<file path="config.mk">
export PLATFORM = sky130hd
export DESIGN_NAME = two_channel_power_up_sequencer
export DESIGN_NICKNAME = d
export VERILOG_FILES = /design/src/design/tcpus_pkg.sv /design/src/design/tcpus_seq.sv /design/src/design/tcpus_ctrl.sv /design/src/design/two_channel_power_up_sequencer.sv
export VERILOG_INCLUDE_DIRS = /design/src /design/src/design
export SDC_FILE = /design/constraint.sdc
export NUM_CORES = 1
export LEC_CHECK = 0
export BUFFER_PORTS_ARGS = -buffer_cell sky130_fd_sc_hd__buf_2
export CORE_MARGIN = 4
export CORE_UTILIZATION = 50
export CTS_CLUSTER_DIAMETER = 40
export DETAILED_ROUTE_END_ITERATION = 6
export PLACE_DENSITY_LB_ADDON = 0.12
export SLEW_MARGIN = 40
export SYNTH_ARGS = -nofsm -noshare
export SYNTH_HDL_FRONTEND = slang
export SYNTH_SLANG_ARGS = --single-unit
</file>
<file path="constraint.sdc">
create_clock -name clk -period 4.7 [get_ports clk]
set_input_delay 0.94 -clock clk [delete_from_list [all_inputs] [get_ports clk]]
set_output_delay 0.94 -clock clk [all_outputs]
set_load 0.02 [all_outputs]
</file>
<file path="src/design/two_channel_power_up_sequencer_defines.svh">
// Assertion macros for the two-channel power-up sequencer.
// Included by the modules that carry concurrent assertions; no other dependencies.
`ifndef TWO_CHANNEL_POWER_UP_SEQUENCER_DEFINES_SVH
`define TWO_CHANNEL_POWER_UP_SEQUENCER_DEFINES_SVH
`ifndef SYNTH
`define TCPUS_ASSERT(label, prop, msg) \
  label: assert property (@(posedge clk) disable iff (rst) prop) else $error(msg);
`define TCPUS_ASSERT_NR(label, prop, msg) \
  label: assert property (@(posedge clk) prop) else $error(msg);
`else
`define TCPUS_ASSERT(label, prop, msg)
`define TCPUS_ASSERT_NR(label, prop, msg)
`endif
`endif

</file>
<file path="src/design/tcpus_pkg.sv">
// Shared types, codes and helpers of the two-channel power-up sequencer.
// No dependencies; used by every module of the block.
`timescale 1ns / 1ps

package tcpus_pkg;

  localparam int TIMER_W = 16;
  localparam int CFG_W   = 16;
  localparam int LEVEL_W = 8;

  localparam logic [TIMER_W-1:0] TIMER_MAX = {TIMER_W{1'b1}};

  localparam logic [CFG_W-1:0] PFC_SETTLE_RESET   = 16'd400;
  localparam logic [CFG_W-1:0] RELAY_SETTLE_RESET = 16'd150;

  // configuration register indexes
  localparam logic CFG_PFC_SETTLE   = 1'b0;
  localparam logic CFG_RELAY_SETTLE = 1'b1;

  // channel bit sets, also used as regulator mode codes
  localparam logic [1:0] CH_NONE = 2'b00;
  localparam logic [1:0] CH_ONE  = 2'b01;
  localparam logic [1:0] CH_TWO  = 2'b10;
  localparam logic [1:0] CH_BOTH = 2'b11;

  // off command codes
  localparam logic [1:0] OFF_NONE = 2'd0;
  localparam logic [1:0] OFF_CH1  = 2'd1;
  localparam logic [1:0] OFF_CH2  = 2'd2;
  localparam logic [1:0] OFF_ALL  = 2'd3;

  typedef struct packed {
    logic [LEVEL_W-1:0] level_ch1;
    logic [LEVEL_W-1:0] level_ch2;
    logic               system_started;
    logic               output_ok_ch1;
    logic               output_ok_ch2;
    logic               voltage_fault_ch1;
    logic               voltage_fault_ch2;
  } item_t;

  typedef struct packed {
    logic       protection_trip;
    logic       pfc_on_cmd;
    logic [1:0] relay_on_cmd;
    logic [1:0] driver_on_cmd;
    logic [1:0] off_cmd;
    logic [1:0] regulator_mode;
    logic [2:0] sequence_mode;
  } result_t;

  typedef struct packed {
    logic [CFG_W-1:0] pfc_settle;
    logic [CFG_W-1:0] relay_settle;
  } cfg_t;

  typedef struct packed {
    logic advance;
    logic active;
    logic restart;
  } seq_cmd_t;

  typedef struct packed {
    logic [1:0] relay_bits;
    logic [1:0] driver_on;
    logic       reg_set;
  } seq_stat_t;

  function automatic logic [TIMER_W-1:0] timer_tick(input logic [TIMER_W-1:0] t);
    timer_tick = (t == TIMER_MAX) ? t : t + 1'b1;
  endfunction

endpackage

</file>
<file path="src/design/tcpus_seq.sv">
// Relay / driver / regulator power-up step sequence for one channel mode.
// Depends on tcpus_pkg; instantiated three times by tcpus_ctrl.
`timescale 1ns / 1ps

module tcpus_seq (
  input  logic                          clk,
  input  logic                          rst,
  input  tcpus_pkg::seq_cmd_t           cmd,
  input  logic [1:0]                    chan_bits,
  input  logic [tcpus_pkg::CFG_W-1:0]   settle,
  output tcpus_pkg::seq_stat_t          stat
);

  typedef enum logic [1:0] {
    ST_RELAY  = 2'd0,
    ST_DRIVER = 2'd1,
    ST_REG    = 2'd2,
    ST_DONE   = 2'd3
  } step_t;

  step_t                         step;
  step_t                         step_next;
  logic [tcpus_pkg::TIMER_W-1:0] timer;
  logic [tcpus_pkg::TIMER_W-1:0] timer_next;
  logic [tcpus_pkg::TIMER_W-1:0] elapsed;

  always_comb begin
    elapsed    = tcpus_pkg::timer_tick(timer);
    step_next  = step;
    timer_next = elapsed;
    stat       = '0;
    if (cmd.active) begin
      unique case (step)
        ST_RELAY: begin
          stat.relay_bits = chan_bits;
          timer_next      = '0;
          step_next       = ST_DRIVER;
        end
        ST_DRIVER: begin
          if (elapsed > settle) begin
            stat.driver_on = chan_bits;
            timer_next     = '0;
            step_next      = ST_REG;
          end
        end
        ST_REG: begin
          if (elapsed > settle) begin
            stat.reg_set = 1'b1;
            step_next    = ST_DONE;
          end
        end
        ST_DONE: begin
        end
      endcase
    end
    if (cmd.restart) step_next = ST_RELAY;
  end

  always_ff @(posedge clk) begin
    if (rst) begin
      step  <= ST_RELAY;
      timer <= '0;
    end else if (cmd.advance) begin
      step  <= step_next;
      timer <= timer_next;
    end
  end

endmodule

</file>
<file path="src/design/tcpus_ctrl.sv">
// Protection check, PFC start and channel mode state machine of the sequencer.
// Depends on tcpus_pkg, tcpus_seq and the assertion macro header.
`timescale 1ns / 1ps
`include "two_channel_power_up_sequencer_defines.svh"

module tcpus_ctrl (
  input  logic                clk,
  input  logic                rst,
  input  logic                advance,
  input  tcpus_pkg::item_t    item,
  input  tcpus_pkg::cfg_t     cfg,
  output tcpus_pkg::result_t  res
);

  typedef enum logic [2:0] {
    MODE_IDLE = 3'd0,
    MODE_PFC  = 3'd1,
    MODE_BOTH = 3'd2,
    MODE_ONE  = 3'd3,
    MODE_TWO  = 3'd4
  } mode_t;

  mode_t                         mode;
  mode_t                         mode_next;
  mode_t                         mode_eff;
  logic                          pfc_pending;
  logic                          pfc_pending_next;
  logic [tcpus_pkg::TIMER_W-1:0] mode_timer;
  logic [tcpus_pkg::TIMER_W-1:0] mode_timer_next;
  logic [tcpus_pkg::TIMER_W-1:0] mode_timer_eff;
  logic [1:0]                    regulator_select;
  logic [1:0]                    regulator_select_next;

  logic trip, on1, on2, zero1, zero2;
  logic [2:0] restart;
  logic [2:0] active;
  logic [1:0] off;
  logic       pfc_on;

  tcpus_pkg::seq_cmd_t  cmd_both, cmd_one, cmd_two;
  tcpus_pkg::seq_stat_t st_both, st_one, st_two;

  assign on1   = item.level_ch1 > 8'd1;
  assign on2   = item.level_ch2 > 8'd1;
  assign zero1 = item.level_ch1 == '0;
  assign zero2 = item.level_ch2 == '0;
  assign trip  = !item.system_started || !item.output_ok_ch1 || !item.output_ok_ch2 ||
                 item.voltage_fault_ch1 || item.voltage_fault_ch2 || (zero1 && zero2);

  always_comb begin
    mode_eff         = mode;
    mode_timer_eff   = tcpus_pkg::timer_tick(mode_timer);
    pfc_pending_next = pfc_pending;
    if (!trip && (on1 || on2) && pfc_pending) begin
      mode_eff         = MODE_PFC;
      mode_timer_eff   = '0;
      pfc_pending_next = 1'b0;
    end
    mode_next       = mode_eff;
    mode_timer_next = mode_timer_eff;
    restart         = '0;
    active          = '0;
    off             = tcpus_pkg::OFF_NONE;
    pfc_on          = 1'b0;
    if (trip) begin
      mode_next = mode;
      off       = tcpus_pkg::OFF_ALL;
    end else begin
      unique case (mode_eff)
        MODE_PFC: begin
          pfc_on = 1'b1;
          if (mode_timer_eff > cfg.pfc_settle) begin
            if (on1 && on2) begin
              mode_next  = MODE_BOTH;
              restart[0] = 1'b1;
            end else if (on1 && zero2) begin
              mode_next  = MODE_ONE;
              restart[1] = 1'b1;
            end else if (zero1 && on2) begin
              mode_next  = MODE_TWO;
              restart[2] = 1'b1;
            end
            mode_timer_next = '0;
          end
        end
        MODE_BOTH: begin
          active[0] = 1'b1;
          if (on1 && zero2) begin
            off        = tcpus_pkg::OFF_CH2;
            mode_next  = MODE_ONE;
            restart[1] = 1'b1;
          end else if (zero1 && on2) begin
            off        = tcpus_pkg::OFF_CH1;
            mode_next  = MODE_TWO;
            restart[2] = 1'b1;
          end
        end
        MODE_ONE: begin
          active[1] = 1'b1;
          if (on1 && on2) begin
            mode_next  = MODE_BOTH;
            restart[0] = 1'b1;
          end else if (zero1 && on2) begin
            off        = tcpus_pkg::OFF_CH1;
            mode_next  = MODE_TWO;
            restart[2] = 1'b1;
          end
        end
        MODE_TWO: begin
          active[2] = 1'b1;
          if (on1 && on2) begin
            mode_next  = MODE_BOTH;
            restart[0] = 1'b1;
          end else if (on1 && zero2) begin
            off        = tcpus_pkg::OFF_CH2;
            mode_next  = MODE_ONE;
            restart[1] = 1'b1;
          end
        end
        default: begin
        end
      endcase
    end
  end

  assign cmd_both = '{advance: advance, active: active[0], restart: restart[0]};
  assign cmd_one  = '{advance: advance, active: active[1], restart: restart[1]};
  assign cmd_two  = '{advance: advance, active: active[2], restart: restart[2]};

  tcpus_seq u_seq_both (
    .clk(clk), .rst(rst), .cmd(cmd_both), .chan_bits(tcpus_pkg::CH_BOTH),
    .settle(cfg.relay_settle), .stat(st_both)
  );
  tcpus_seq u_seq_one (
    .clk(clk), .rst(rst), .cmd(cmd_one), .chan_bits(tcpus_pkg::CH_ONE),
    .settle(cfg.relay_settle), .stat(st_one)
  );
  tcpus_seq u_seq_two (
    .clk(clk), .rst(rst), .cmd(cmd_two), .chan_bits(tcpus_pkg::CH_TWO),
    .settle(cfg.relay_settle), .stat(st_two)
  );

  always_comb begin
    regulator_select_next = regulator_select;
    if (st_both.reg_set) regulator_select_next = tcpus_pkg::CH_BOTH;
    if (st_one.reg_set)  regulator_select_next = tcpus_pkg::CH_ONE;
    if (st_two.reg_set)  regulator_select_next = tcpus_pkg::CH_TWO;
  end

  assign res.protection_trip = trip;
  assign res.pfc_on_cmd      = pfc_on;
  assign res.relay_on_cmd    = st_both.relay_bits | st_one.relay_bits | st_two.relay_bits;
  assign res.driver_on_cmd   = st_both.driver_on | st_one.driver_on | st_two.driver_on;
  assign res.off_cmd         = off;
  assign res.regulator_mode  = regulator_select_next;
  assign res.sequence_mode   = mode_next;

  always_ff @(posedge clk) begin
    if (rst) begin
      mode             <= MODE_IDLE;
      pfc_pending      <= 1'b1;
      mode_timer       <= '0;
      regulator_select <= tcpus_pkg::CH_NONE;
    end else if (advance) begin
      mode             <= mode_next;
      pfc_pending      <= pfc_pending_next;
      mode_timer       <= mode_timer_next;
      regulator_select <= regulator_select_next;
    end
  end

  `TCPUS_ASSERT(a_trip_holds_mode, advance && trip |=> $stable(mode), "mode moved on a trip")
  `TCPUS_ASSERT_NR(a_one_seq_active, $onehot0(active), "more than one sequence active")
  `TCPUS_ASSERT(a_pfc_entry, advance && pfc_pending && !pfc_pending_next |=> mode == MODE_PFC ||
                mode == MODE_BOTH || mode == MODE_ONE || mode == MODE_TWO,
                "PFC start consumed without leaving idle")
  `TCPUS_ASSERT(a_idle_while_pending, !pfc_pending |-> mode != MODE_IDLE,
                "idle after PFC start")

endmodule

</file>
<file path="src/design/two_channel_power_up_sequencer.sv">
// Top level of the two-channel power-up sequencer: input and result registers,
// configuration registers. Depends on tcpus_pkg and tcpus_ctrl.
`timescale 1ns / 1ps

// Usage
// s_* channel: one item per millisecond tick with the channel levels, the
//   start flag and the fault flags. m_* channel: one result item per input
//   item, in order, with the trip flag, PFC/relay/driver/off commands, the
//   regulator mode and the sequence mode after that tick.
// cfg_*: write port for the PFC settle ticks (index 0) and the relay settle
//   ticks (index 1); write only while no item is in flight.
// Timing: a result is registered; the input register loads at acceptance and
//   the result register loads when the item moves on from the input register.
//   Throughput: one item per cycle unless m_tready stalls; the sequencer state
//   updates as an item moves from the input register into the result register.
// Reset (rst, synchronous): both registers empty, sequence idle with the PFC
//   start armed, all tick counters zero, settle registers at 400 and 150.
// Stall: while m_tready is low the result is held; one more item can be
//   taken into the input register, after which s_tready drops.

module two_channel_power_up_sequencer (
  input  logic                        clk,
  input  logic                        rst,
  input  logic                        s_tvalid,
  output logic                        s_tready,
  // level_ch1[7:0], level_ch2[15:8], system_started[16], output_ok_ch1[17],
  // output_ok_ch2[18], voltage_fault_ch1[19], voltage_fault_ch2[20], zero[23:21]
  input  logic [23:0]                 s_tdata,
  output logic                        m_tvalid,
  input  logic                        m_tready,
  // protection_trip[0], pfc_on_cmd[1], relay_on_cmd[3:2], driver_on_cmd[5:4],
  // off_cmd[7:6], regulator_mode[9:8], sequence_mode[12:10], zero[15:13]
  output logic [15:0]                 m_tdata,
  input  logic                        cfg_wr_en,
  input  logic                        cfg_index,
  input  logic [tcpus_pkg::CFG_W-1:0] cfg_data
);

  logic               in_valid;
  tcpus_pkg::item_t   in_item;
  tcpus_pkg::item_t   s_item;
  logic               out_valid;
  logic [15:0]        out_data;
  logic               out_free;
  logic               advance;
  tcpus_pkg::cfg_t    cfg;
  tcpus_pkg::result_t res;

  assign out_free = !out_valid || m_tready;
  assign advance  = in_valid && out_free;
  assign s_tready = !in_valid || advance;
  assign m_tvalid = out_valid;
  assign m_tdata  = out_data;

  assign s_item.level_ch1         = s_tdata[7:0];
  assign s_item.level_ch2         = s_tdata[15:8];
  assign s_item.system_started    = s_tdata[16];
  assign s_item.output_ok_ch1     = s_tdata[17];
  assign s_item.output_ok_ch2     = s_tdata[18];
  assign s_item.voltage_fault_ch1 = s_tdata[19];
  assign s_item.voltage_fault_ch2 = s_tdata[20];

  tcpus_ctrl u_ctrl (
    .clk(clk), .rst(rst), .advance(advance), .item(in_item), .cfg(cfg), .res(res)
  );

  always_ff @(posedge clk) begin
    if (rst) begin
      in_valid  <= 1'b0;
      out_valid <= 1'b0;
    end else begin
      if (s_tready) in_valid <= s_tvalid;
      if (out_free) out_valid <= in_valid;
    end
    if (s_tvalid && s_tready) in_item <= s_item;
    if (advance) begin
      out_data <= {3'b000, res.sequence_mode, res.regulator_mode, res.off_cmd,
                   res.driver_on_cmd, res.relay_on_cmd, res.pfc_on_cmd,
                   res.protection_trip};
    end
  end

  always_ff @(posedge clk) begin
    if (rst) begin
      cfg.pfc_settle   <= tcpus_pkg::PFC_SETTLE_RESET;
      cfg.relay_settle <= tcpus_pkg::RELAY_SETTLE_RESET;
    end else if (cfg_wr_en) begin
      unique case (cfg_index)
        tcpus_pkg::CFG_PFC_SETTLE:   cfg.pfc_settle   <= cfg_data;
        tcpus_pkg::CFG_RELAY_SETTLE: cfg.relay_settle <= cfg_data;
      endcase
    end
  end

endmodule
</file>
Word-level counts from Yosys, hierarchy flattened
Cells that the tools add are included.
- magnitude comparators: 6
- muxes and demuxes: 86
- eq/ne operators: 20
- $add $sub $neg: 4
- reductions and logical operators: 40
- bitwise gates (word level): 5
- operators by type and width (cell ; number):
    2-to-1 mux 16 bit ; 14
    one-hot mux 16 bit (2 select lines) ; 3
    adder 16 x 1 -> 16 bit, second input constant ; 4
    equality test 16 bit, second input constant ; 4
    greater-than comparator 16 bit ; 4
    2-to-1 mux 2 bit ; 26
    2-to-1 mux 3 bit ; 12
    one-hot mux 2 bit (3 select lines) ; 4
    2-to-1 mux 1 bit ; 20
    != test 3 x 2 -> 1 bit, second input constant ; 6
    greater-than comparator 8 x 1 -> 1 bit, second input constant ; 2
    zero test 8 bit ; 2
    AND reduction 5 bit ; 3
    one-hot mux 3 bit (4 select lines) ; 1
    nonzero test 4 bit ; 3
    2-to-1 mux 5 bit ; 2
    logical AND 1 bit ; 8
    logical OR 1 bit ; 8
    equality test 2 x 1 -> 1 bit, second input constant ; 3
    equality test 2 bit, second input constant ; 3
    equality test 3 x 2 -> 1 bit, second input constant ; 2
    zero test 1 bit ; 6
    zero test 2 bit ; 3
    OR 2 bit ; 3
    other kinds (10) ; 15
- bits in registers: 144
- input port bits: 46
- logic and storage cells: 184

Longest topological paths before layout
Gate-level depths: netlist of the first run.
- depth in word-level cells: 17
- mapped depth: 17
- gate-level depth less buffers: 15

By module
Synthesis of the first run repeated with hierarchy kept, for this count alone.
- cells, all modules: 1106
- area total of the unflattened synthesis: 9897.0 um^2
- modules (own cells, without submodules) (module ; instances ; area each (um^2) ; cells each):
    two_channel_power_up_sequencer ; 1 ; 2483.6 ; 174
    tcpus_ctrl ; 1 ; 2184.6 ; 288
    tcpus_seq at u_ctrl.u_seq_both ; 1 ; 1803.0 ; 224
    tcpus_seq at u_ctrl.u_seq_two ; 1 ; 1795.5 ; 218
    tcpus_seq at u_ctrl.u_seq_one ; 1 ; 1630.3 ; 202

Worst setup path before layout of the first run
No wires, ideal clock.
- path type: reg-to-reg
- start: register in_item[1] in the netlist's numbering
- end: register u_ctrl.mode_timer[9] in the netlist's numbering
- stages on the path, launching flop included: 18
- path slack: 0.674 ns
- path buffers: 5
- period minus slack after synthesis: 4.026 ns
- data arrival time: 3.952 ns
- cells stage by stage: edfxtp_1 nand4b_1 nor3b_1 and2_1 buf_6 clkbuf_1 buf_1 nor2_1 ha_1 a21o_1 nand3_1 a211oi_1 or4_1 clkbuf_1 a31oi_1 clkbuf_1 nand2_1 a31oi_1
- longest elaborated chain between the ends: 11
- elaborated cells between the ends (all ways): 13
- classes of those cells: order compare (1); eq/ne (1); mux (5); reduce/logical (6)
- RTL lines (item ; RTL line ; RTL):
    start, declared ; two_channel_power_up_sequencer.sv:40 ; tcpus_pkg::item_t in_item;
    start signal, assigned ; two_channel_power_up_sequencer.sv:75 ; if (s_tvalid && s_tready) in_item <= s_item;
    logical OR 1 bit (*) ; tcpus_ctrl.sv:47 ; assign trip = !item.system_started || !item.output_ok_ch1 || !item.output_ok_ch2 ||
    logical OR 1 bit (*) (2 in a row) ; tcpus_ctrl.sv:48 ; item.voltage_fault_ch1 || item.voltage_fault_ch2 || (zero1 && zero2);
    zero test 1 bit ; tcpus_ctrl.sv:54 ; if (!trip && (on1 || on2) && pfc_pending) begin
    logical AND 1 bit (2 in a row) ; tcpus_ctrl.sv:54 ;
    2-to-1 mux 16 bit ; tcpus_ctrl.sv:54 ;
    greater-than comparator 16 bit ; tcpus_ctrl.sv:72 ; if (mode_timer_eff > cfg.pfc_settle) begin
    2-to-1 mux 16 bit ; tcpus_ctrl.sv:72 ;
    2-to-1 mux 16 bit ; tcpus_ctrl.sv:69 ; unique case (mode_eff)
    2-to-1 mux 16 bit (*) ; tcpus_ctrl.sv:65 ; if (trip) begin
    end signal, assigned ; tcpus_ctrl.sv:167 ; mode_timer <= mode_timer_next;
    end, declared ; tcpus_ctrl.sv:28 ; logic [tcpus_pkg::TIMER_W-1:0] mode_timer;
Every way passes the cells marked *; elsewhere a longest branch is shown, timed or not.
A chain may end at the register's enable or synchronous reset.

Final worst setup path of the first run
- start: register u_ctrl.u_seq_both.timer[5] in the netlist's numbering
- end: register u_ctrl.u_seq_both.timer[11] in the netlist's numbering
- longest elaborated chain between the ends: 6
- elaborated cells between the ends (all ways): 7
- classes of those cells: add/sub (1); order compare (1); eq/ne (1); mux (4)
- RTL lines (item ; RTL line ; RTL):
    start, declared ; tcpus_seq.sv:23 ; logic [tcpus_pkg::TIMER_W-1:0] timer;
    start signal, assigned ; tcpus_seq.sv:65 ; timer <= timer_next;
    adder 16 x 1 -> 16 bit or equality test 16 bit (tied branches) ; tcpus_pkg.sv:70 ; timer_tick = (t == TIMER_MAX) ? t : t + 1'b1;
    2-to-1 mux 16 bit (*) ; tcpus_pkg.sv:70 ;
    greater-than comparator 16 bit ; tcpus_seq.sv:40 ; if (elapsed > settle) begin
    2-to-1 mux 16 bit ; tcpus_seq.sv:40 ;
    one-hot mux 16 bit (2 select lines) ; tcpus_seq.sv:33 ; unique case (step)
    2-to-1 mux 16 bit (*) ; tcpus_seq.sv:32 ; if (cmd.active) begin
Marks and branches as above.

==> results of run 1 <==
## layout make-up
type,instances,share of cell area
clock buffers,17,0.0420
clock inverters,15,0.0193
inverters,53,0.0209
multi-input cells,803,0.531
flip-flops and latches,144,0.318
well taps,225,0.0278
repair buffers,75,0.0415
## worst paths after layout
path / endpoint / slack [ns] / cells after the start
worst max register to register: u_ctrl.u_seq_both.timer[11] / 0.29 / 14
worst min-delay path: cfg[11] / 0.45 / 2
worst min register to register: cfg[11] / 0.45 / 2
worst max-delay path: u_ctrl.u_seq_both.timer[11] / 0.29 / 14
## through the flow
step | worst slack [ns] | area [µm²] | power [µW] | instances
2_1_floorplan | 0.674 | 9030 | 1510 | 1044
3_3_place_gp | 0.317 | 9510 | 1590 | 1300
3_5_place_dp | 0.269 | 9510 | 1590 | 1300
4_1_cts | 0.262 | 10100 | 3020 | 1332
5_1_grt | 0.0116 | 10100 | 3120 | 1332
6_report | 0.289 | 10100 | 2990 | 1332
## worst min-delay path: cells and delay by family (launching register included)
| family | cells | cell delay [ns] |
|---|---|---|
| DFF | 1 | 0.31 |
| and+or+nand+nor | 1 | 0.05 |
| AOI/OAI and AO/OA | 1 | 0.05 |
## sequential cells by signal, summed over array words and instances, names as in the netlist
name / count
cfg: 32
in_item: 21
u_ctrl.mode_timer: 16
u_ctrl.u_seq_both.timer: 16
u_ctrl.u_seq_one.timer: 16
u_ctrl.u_seq_two.timer: 16
m_tdata: 13
u_ctrl.mode: 3
u_ctrl.regulator_select: 2
u_ctrl.u_seq_both.step: 2
u_ctrl.u_seq_one.step: 2
u_ctrl.u_seq_two.step: 2
in_valid: 1
m_tvalid: 1
u_ctrl.pfc_pending: 1
## cells by family (layout without fill, tap and decap cells)
| group | count (synthesis) | count (layout) |
|---|---|---|
| and+or+nand+nor | 413 | 413 |
| AOI/OAI and AO/OA | 253 | 253 |
| DFF | 144 | 144 |
| buffers and inverters | 97 | 160 |
| adders and majority gates | 80 | 80 |
| xor gates and xnor gates | 43 | 43 |
| muxes | 11 | 11 |
| other | 1 | 3 |
## synth_stat cells (all sizes together), types with 17 or more instances
library cell / count
nand2: 139
dfxtp: 110
a21oi: 89
ha: 80
nor2: 64
nand3: 59
inv: 51
edfxtp: 34
a22o: 30
clkbuf: 29
nand4: 29
a31oi: 27
o21ai: 26
xnor2: 26
nor3: 22
xor2: 17
## routing by layer
| layer | wire, µm | track usage |
|---|---|---|
| met1 | 10500 | 0.306 |
| met2 | 10600 | 0.363 |
| met3 | 849 | 0.0464 |
| met4 | 423 | 0.0645 |
| met5 | 0 | 0 |
## power groups by stage
stage / registers [µW] / clock network (µW) / logic [µW]
4_1_cts: 1320 / 1450 / 243
2_1_floorplan: 1350 / 0 / 165
5_1_grt: 1330 / 1520 / 274
6_report: 1320 / 1430 / 244
3_3_place_gp: 1350 / 0 / 239
3_5_place_dp: 1350 / 0 / 242
==> impl_metrics.prom, run 1 <==
# TYPE chip_impl_metric gauge
chip_impl_info{name="status",value="finished, final reports clean"} 1
chip_impl_metric{name="syn-mean-instance-area",unit="µm²"} 8.66
chip_impl_metric{name="grt_start_max_net_pins",unit=""} 32
chip_impl_metric{name="synth-seq-area-share",unit=""} 0.357
chip_impl_metric{name="vias",unit=""} 7789
chip_impl_metric{name="p_int",unit="µW"} 2200
chip_impl_metric{name="p_sw_frac",unit=""} 0.266
chip_impl_metric{name="share_of_the_synthesized_area_in_compound_gates_ao_oa_aoi_oai",unit=""} 0.191
chip_impl_metric{name="initial_utilization",unit=""} 0.516
chip_impl_metric{name="maxClockFrequency",unit="MHz"} 227
chip_impl_metric{name="finalSetupViolCount",unit=""} 0
chip_impl_metric{name="fp.dieH",unit="µm"} 142
chip_impl_metric{name="clockBufferDepth",unit=""} 2
chip_impl_metric{name="layout-area-overhead-vs-synth",unit="%"} 12.3
chip_impl_metric{name="drt_first_pass_iters",unit=""} 5
chip_impl_metric{name="synth_adder_area_share",unit=""} 0.111
chip_impl_info{name="cpMaxStageDelayCell",value="sky130_fd_sc_hd__or4b_2"} 1
chip_impl_metric{name="final_setup_tns",unit="ns"} 0
chip_impl_metric{name="number_of_input_and_output_port_buffers_inserted",unit=""} 57
chip_impl_metric{name="timing.final.max_slew_violations",unit=""} 0
chip_impl_info{name="critPathLaunch",value="u_ctrl.u_seq_both.timer[5]"} 1
chip_impl_metric{name="die_area",unit="µm²"} 20300
chip_impl_metric{name="yosysWarningCount",unit=""} 0
chip_impl_metric{name="cts-resized-gates",unit=""} 0
chip_impl_metric{name="vdd_ir_drop_max",unit="V"} 0.000409
chip_impl_metric{name="net-switching-power",unit="µW"} 795
chip_impl_metric{name="finalWeightedCongestion",unit=""} 0.883
chip_impl_info{name="synth_top_family_by_area",value="simple AND/OR/NAND/NOR gates"} 1
chip_impl_metric{name="routed_wire_length_per_instance",unit="µm"} 16.8
chip_impl_metric{name="postSynthCellCount",unit=""} 1042
chip_impl_metric{name="dp.final_hpwl",unit="µm"} 16600
chip_impl_metric{name="worst-slew-pin-transition",unit="ns"} 0.658
chip_impl_info{name="hold_path.startpoint",value="cfg[11]"} 1
chip_impl_metric{name="synth_top_cell_area_share",unit=""} 0.244
chip_impl_metric{name="remaining_drc_errors",unit=""} 0
chip_impl_metric{name="sequentialPowerShare",unit=""} 0.442
chip_impl_metric{name="storage_cell_area",unit="µm²"} 3220
chip_impl_info{name="synth_top_cells_by_area",value="sky130_fd_sc_hd__dfxtp_1, sky130_fd_sc_hd__edfxtp_1, sky130_fd_sc_hd__ha_1, sky130_fd_sc_hd__nand2_1, sky130_fd_sc_hd__a21oi_1"} 1
chip_impl_info{name="setup.worst_path.start_class",value="flop"} 1
chip_impl_metric{name="finish.net_count",unit=""} 1220
chip_impl_metric{name="diodes",unit=""} 0
chip_impl_metric{name="htree_levels",unit=""} 4
chip_impl_metric{name="crit_path_max_fanout",unit=""} 10
chip_impl_metric{name="post-route-util",unit=""} 0.580
chip_impl_metric{name="clock_skew_after_layout",unit="ns"} 0.0105
chip_impl_info{name="hp-class",value="reg -> reg"} 1
chip_impl_metric{name="placeableCoreArea",unit="µm²"} 17500
chip_impl_info{name="rsz0062_at_grt",value="false"} 1
chip_impl_metric{name="power_frac_clock",unit=""} 0.476
chip_impl_metric{name="worst-endpoint-arrival",unit="ns"} 4.73
chip_impl_metric{name="grt_remaining_overflow",unit=""} 0
chip_impl_info{name="clock_root_buffer",value="sky130_fd_sc_hd__clkbuf_16"} 1
chip_impl_metric{name="required",unit="ns"} 5.02
chip_impl_info{name="cts_tree",value="done"} 1
chip_impl_metric{name="timing.final.hold_violations",unit=""} 0
chip_impl_metric{name="finalWorstPathRequiredPeriod",unit="ns"} 4.41
chip_impl_metric{name="post-cts-setup-buffer-count",unit=""} 0
chip_impl_metric{name="drt-initial-drc-count",unit=""} 493
chip_impl_metric{name="holdBufCountCts",unit=""} 0
chip_impl_metric{name="layout-drive-gt1-share",unit=""} 0.131
chip_impl_metric{name="synth_enable_flop_cells",unit=""} 34
chip_impl_metric{name="io_pins",unit=""} 64
chip_impl_metric{name="cellLeakagePower",unit="µW"} 0.00406
chip_impl_metric{name="netlist_area",unit="µm²"} 9020
chip_impl_info{name="layout_common_cells",value="sky130_fd_sc_hd__nand2_1, sky130_fd_sc_hd__dfxtp_1, sky130_fd_sc_hd__a21oi_1"} 1
chip_impl_metric{name="drv.max_cap_violation_count",unit=""} 0
chip_impl_metric{name="grt_pass1_vias",unit=""} 7175
chip_impl_metric{name="p_per_area",unit="nW/µm²"} 295
chip_impl_metric{name="grt_antenna_before_repair",unit=""} 0
chip_impl_info{name="critPathCaptureType",value="flop"} 1
chip_impl_metric{name="multiInputGateArea",unit="µm²"} 5380
chip_impl_metric{name="wirelength",unit="µm"} 22400
chip_impl_metric{name="p_comb_frac",unit=""} 0.081
chip_impl_metric{name="synth_simple_gate_area_frac",unit=""} 0.238
chip_impl_metric{name="drtAntennaViolNets",unit=""} 0
chip_impl_metric{name="synth.lib_cells_used.distinct",unit=""} 87
chip_impl_metric{name="die_width",unit="µm"} 142
chip_impl_metric{name="muxShareOfSynthArea",unit=""} 0.0126
chip_impl_info{name="cpLargestDelayFamily",value="simple AND/OR/NAND/NOR gates"} 1
chip_impl_metric{name="worstPathBufferInverterCount",unit=""} 1
chip_impl_metric{name="synthXorXnorAreaFrac",unit=""} 0.0417
chip_impl_metric{name="clock_latency",unit="ns"} 0.43
chip_impl_metric{name="maxSlewHeadroom",unit=""} 0.561
chip_impl_metric{name="wire_length_of_the_first_global_routing_pass",unit="µm"} 36400
chip_impl_info{name="yosysTopAreaCell",value="sky130_fd_sc_hd__dfxtp_1"} 1
chip_impl_metric{name="async_flop_share",unit=""} 0
chip_impl_metric{name="number_of_inserted_filler_cells_in_the_final_layout",unit=""} 1566
chip_impl_metric{name="route.detailed.vias_per_inst",unit=""} 5.85
chip_impl_metric{name="cts_inserted_buffers",unit=""} 17
chip_impl_metric{name="clock_sink_count",unit=""} 144
chip_impl_metric{name="final.period_utilization",unit=""} 0.939
chip_impl_info{name="worstPathCellList",value="and4_1, nand4_1, nor4_2, buf_4, or4b_2, xnor2_1, ha_1, nand3_1, or3_1, a211o_1, a31oi_1, a31oi_4, and2_2, a22o_1"} 1
chip_impl_metric{name="final.hold.worst_slack",unit="ns"} 0.455
chip_impl_metric{name="synth_seq_cells",unit=""} 144
chip_impl_info{name="regToRegStartpoint",value="u_ctrl.u_seq_both.timer[5]"} 1
chip_impl_metric{name="cts.clk_slew.worst_paths",unit="ns"} 0.07
chip_impl_info{name="synth_top_flop_cell",value="sky130_fd_sc_hd__dfxtp_1"} 1
chip_impl_info{name="critPathKind",value="reg -> reg"} 1
chip_impl_metric{name="crit_path_max_incr_delay",unit="ns"} 0.69
chip_impl_metric{name="fp-row-count",unit=""} 48
chip_impl_metric{name="grt_use_total",unit=""} 0.225
chip_impl_info{name="layout_commonest_cell",value="sky130_fd_sc_hd__nand2_1"} 1
No activity file was read; power rests on OpenSTA's default activity.
==> inputs of run 2 (changes only) <==
--- a/config.mk
+++ b/config.mk
@@ -7,8 +7,8 @@
 export NUM_CORES = 1
 export LEC_CHECK = 0
 export BUFFER_PORTS_ARGS = -buffer_cell sky130_fd_sc_hd__buf_2
-export CORE_MARGIN = 4
-export CORE_UTILIZATION = 50
+export CORE_MARGIN = 5
+export CORE_UTILIZATION = 60
 export CTS_CLUSTER_DIAMETER = 40
 export DETAILED_ROUTE_END_ITERATION = 6
 export PLACE_DENSITY_LB_ADDON = 0.12
==> impl_metrics.prom, run 2 (same netlist as run 1, synthesis figures left out) <==
# TYPE chip_impl_metric gauge
chip_impl_metric{name="required",unit="ns"} 5.01
chip_impl_metric{name="clock_sink_count",unit=""} 144
chip_impl_metric{name="finalWeightedCongestion",unit=""} 0.913
chip_impl_metric{name="worst-slew-pin-transition",unit="ns"} 0.848
chip_impl_metric{name="route.detailed.vias_per_inst",unit=""} 6.07
chip_impl_metric{name="finish.net_count",unit=""} 1221
chip_impl_metric{name="maxClockFrequency",unit="MHz"} 231
chip_impl_info{name="setup.worst_path.start_class",value="flop"} 1
chip_impl_metric{name="die_area",unit="µm²"} 17600
chip_impl_metric{name="vias",unit=""} 7845
chip_impl_metric{name="remaining_drc_errors",unit=""} 0
chip_impl_info{name="status",value="finished, final reports clean"} 1
chip_impl_info{name="layout_commonest_cell",value="sky130_fd_sc_hd__nand2_1"} 1
chip_impl_metric{name="fp.dieH",unit="µm"} 133
chip_impl_metric{name="cellLeakagePower",unit="µW"} 0.00403
chip_impl_info{name="hp-class",value="reg -> reg"} 1
chip_impl_metric{name="p_per_area",unit="nW/µm²"} 285
chip_impl_metric{name="die_width",unit="µm"} 133
chip_impl_metric{name="timing.final.hold_violations",unit=""} 0
chip_impl_metric{name="initial_utilization",unit=""} 0.616
chip_impl_metric{name="clockBufferDepth",unit=""} 2
chip_impl_metric{name="number_of_inserted_filler_cells_in_the_final_layout",unit=""} 1212
chip_impl_metric{name="layout-drive-gt1-share",unit=""} 0.130
chip_impl_metric{name="crit_path_max_fanout",unit=""} 10
chip_impl_metric{name="drv.max_cap_violation_count",unit=""} 0
chip_impl_metric{name="fp-row-count",unit=""} 44
chip_impl_metric{name="placeableCoreArea",unit="µm²"} 14600
chip_impl_metric{name="vdd_ir_drop_max",unit="V"} 0.000271
chip_impl_metric{name="clock_latency",unit="ns"} 0.43
chip_impl_info{name="largestRegisters",value="cfg: 32 flops, in_item: 21 flops"} 1
chip_impl_info{name="cts_tree",value="done"} 1
chip_impl_metric{name="regToRegSetupSlack",unit="ns"} 0.37
chip_impl_info{name="clock_root_buffer",value="sky130_fd_sc_hd__clkbuf_16"} 1
chip_impl_metric{name="io_pins",unit=""} 64
chip_impl_metric{name="drtAntennaViolNets",unit=""} 0
chip_impl_metric{name="worst-endpoint-arrival",unit="ns"} 4.64
chip_impl_metric{name="dp.final_hpwl",unit="µm"} 15900
chip_impl_info{name="largest-register",value="cfg"} 1
chip_impl_info{name="rsz0062_at_grt",value="false"} 1
chip_impl_metric{name="grt_pass1_vias",unit=""} 7303
chip_impl_metric{name="finalWorstPathRequiredPeriod",unit="ns"} 4.33
chip_impl_metric{name="cts_inserted_buffers",unit=""} 17
chip_impl_metric{name="number_of_input_and_output_port_buffers_inserted",unit=""} 57
chip_impl_metric{name="grt_remaining_overflow",unit=""} 0
chip_impl_metric{name="wire_length_of_the_first_global_routing_pass",unit="µm"} 36000
chip_impl_metric{name="routed_wire_length_per_instance",unit="µm"} 17.0
chip_impl_metric{name="final.period_utilization",unit=""} 0.921
chip_impl_metric{name="maxSlewHeadroom",unit=""} 0.434
chip_impl_metric{name="grt_antenna_before_repair",unit=""} 0
chip_impl_metric{name="multiInputGateArea",unit="µm²"} 5380
chip_impl_metric{name="finalSetupViolCount",unit=""} 0
chip_impl_metric{name="holdBufCountCts",unit=""} 0
chip_impl_metric{name="wirelength",unit="µm"} 22000
chip_impl_metric{name="htree_levels",unit=""} 4
chip_impl_metric{name="grt_start_max_net_pins",unit=""} 41
chip_impl_metric{name="timing.final.max_slew_violations",unit=""} 0
chip_impl_metric{name="drt_first_pass_iters",unit=""} 5
chip_impl_metric{name="final_setup_tns",unit="ns"} 0
chip_impl_info{name="layout_common_cells",value="sky130_fd_sc_hd__nand2_1, sky130_fd_sc_hd__dfxtp_1, sky130_fd_sc_hd__a21oi_1"} 1
chip_impl_metric{name="grt_use_total",unit=""} 0.251
chip_impl_metric{name="largest_reg_flops",unit=""} 32
chip_impl_metric{name="storage_cell_area",unit="µm²"} 3220
chip_impl_metric{name="layout-area-overhead-vs-synth",unit="%"} 11.2
chip_impl_metric{name="drt-initial-drc-count",unit=""} 626
chip_impl_metric{name="diodes",unit=""} 0
chip_impl_metric{name="final.hold.worst_slack",unit="ns"} 0.455
chip_impl_info{name="critPathCaptureType",value="flop"} 1
chip_impl_metric{name="cts.clk_slew.worst_paths",unit="ns"} 0.06
chip_impl_info{name="critPathKind",value="reg -> reg"} 1
chip_impl_metric{name="clock_skew_after_layout",unit="ns"} 0.00957
run 2: changes by cell type in the layout (fill, tap and decap cells not counted), sizes merged:
cell | before | now
bufinv | 2 | 1
clkinvlp | 0 | 3
buf | 75 | 76
inv | 59 | 55
clkinv | 7 | 9
run 2: path summary, 6_finish.rpt:
| check | startpoint | end | cells after the start |
|---|---|---|---|
| hold reg to reg | cfg[12] | cfg[12] | 2 |
| setup / recovery | u_ctrl.u_seq_both.timer[5] | u_ctrl.u_seq_both.timer[4] | 14 |
| setup reg to reg | u_ctrl.u_seq_both.timer[5] | u_ctrl.u_seq_both.timer[4] | 14 |
| hold / removal | cfg[12] | cfg[12] | 2 |
run 2: cell type report:
class,count,share of cell area
multi-input cells,803,0.536
flip-flops and latches,144,0.321
repair buffers,76,0.0426
clock buffers,17,0.0424
well taps,184,0.0229
inverters,53,0.0211
clock inverters,15,0.0135
run 2: metrics by stage:
step / std cells / instance area (µm²) / utilization / setup WS, ns / power [µW]
after floorplan: 1044 / 9030 / - / 0.674 / 1510
after global placement: 1260 / 9470 / 0.646 / 0.350 / 1590
after detailed placement: 1260 / 9470 / 0.647 / 0.238 / 1590
after CTS: 1292 / 10000 / 0.685 / 0.232 / 2870
after global routing: 1292 / 10000 / 0.685 / 0.0919 / 2970
final: 1292 / 10000 / 0.685 / 0.372 / 2860
run 2: power by group:
group | switching, µW | internal [µW]
combinational | 160 | 84.4
clock | 555 | 732
sequential | 22.3 | 1300
total | 738 | 2120
run 2: worst max-delay path, stage by stage (launching register included):
cell	delay, ns
sky130_fd_sc_hd__dfxtp_1	0.35
sky130_fd_sc_hd__and4_1	0.24
sky130_fd_sc_hd__nand4_1	0.23
sky130_fd_sc_hd__nor4_2	0.10
sky130_fd_sc_hd__buf_4	0.16
sky130_fd_sc_hd__or4b_2	0.69
sky130_fd_sc_hd__xnor2_1	0.17
sky130_fd_sc_hd__ha_1	0.29
sky130_fd_sc_hd__nand3_1	0.11
sky130_fd_sc_hd__or3_1	0.36
sky130_fd_sc_hd__a211o_1	0.31
sky130_fd_sc_hd__a31oi_2	0.40
sky130_fd_sc_hd__a31oi_4	0.21
sky130_fd_sc_hd__and2_1	0.32
sky130_fd_sc_hd__a22o_1	0.27
run 2: layer usage:
metal | vias to the layer above | share of wire | GRT usage
met1 | 3634 | 0.45 | 0.332
met3 | 45 | 0.054 | 0.0494
met2 | 230 | 0.46 | 0.405
met4 | 0 | 0.031 | 0.0987
li1 | 3936 | - | -
met5 | - | 0 | 0
run 2: timing repair:
item	4_1_cts	5_1_grt
setup endpoints to repair	0	2
buffers inserted	0	0
resized for setup	0	1
endpoints found under the hold margin	0	0
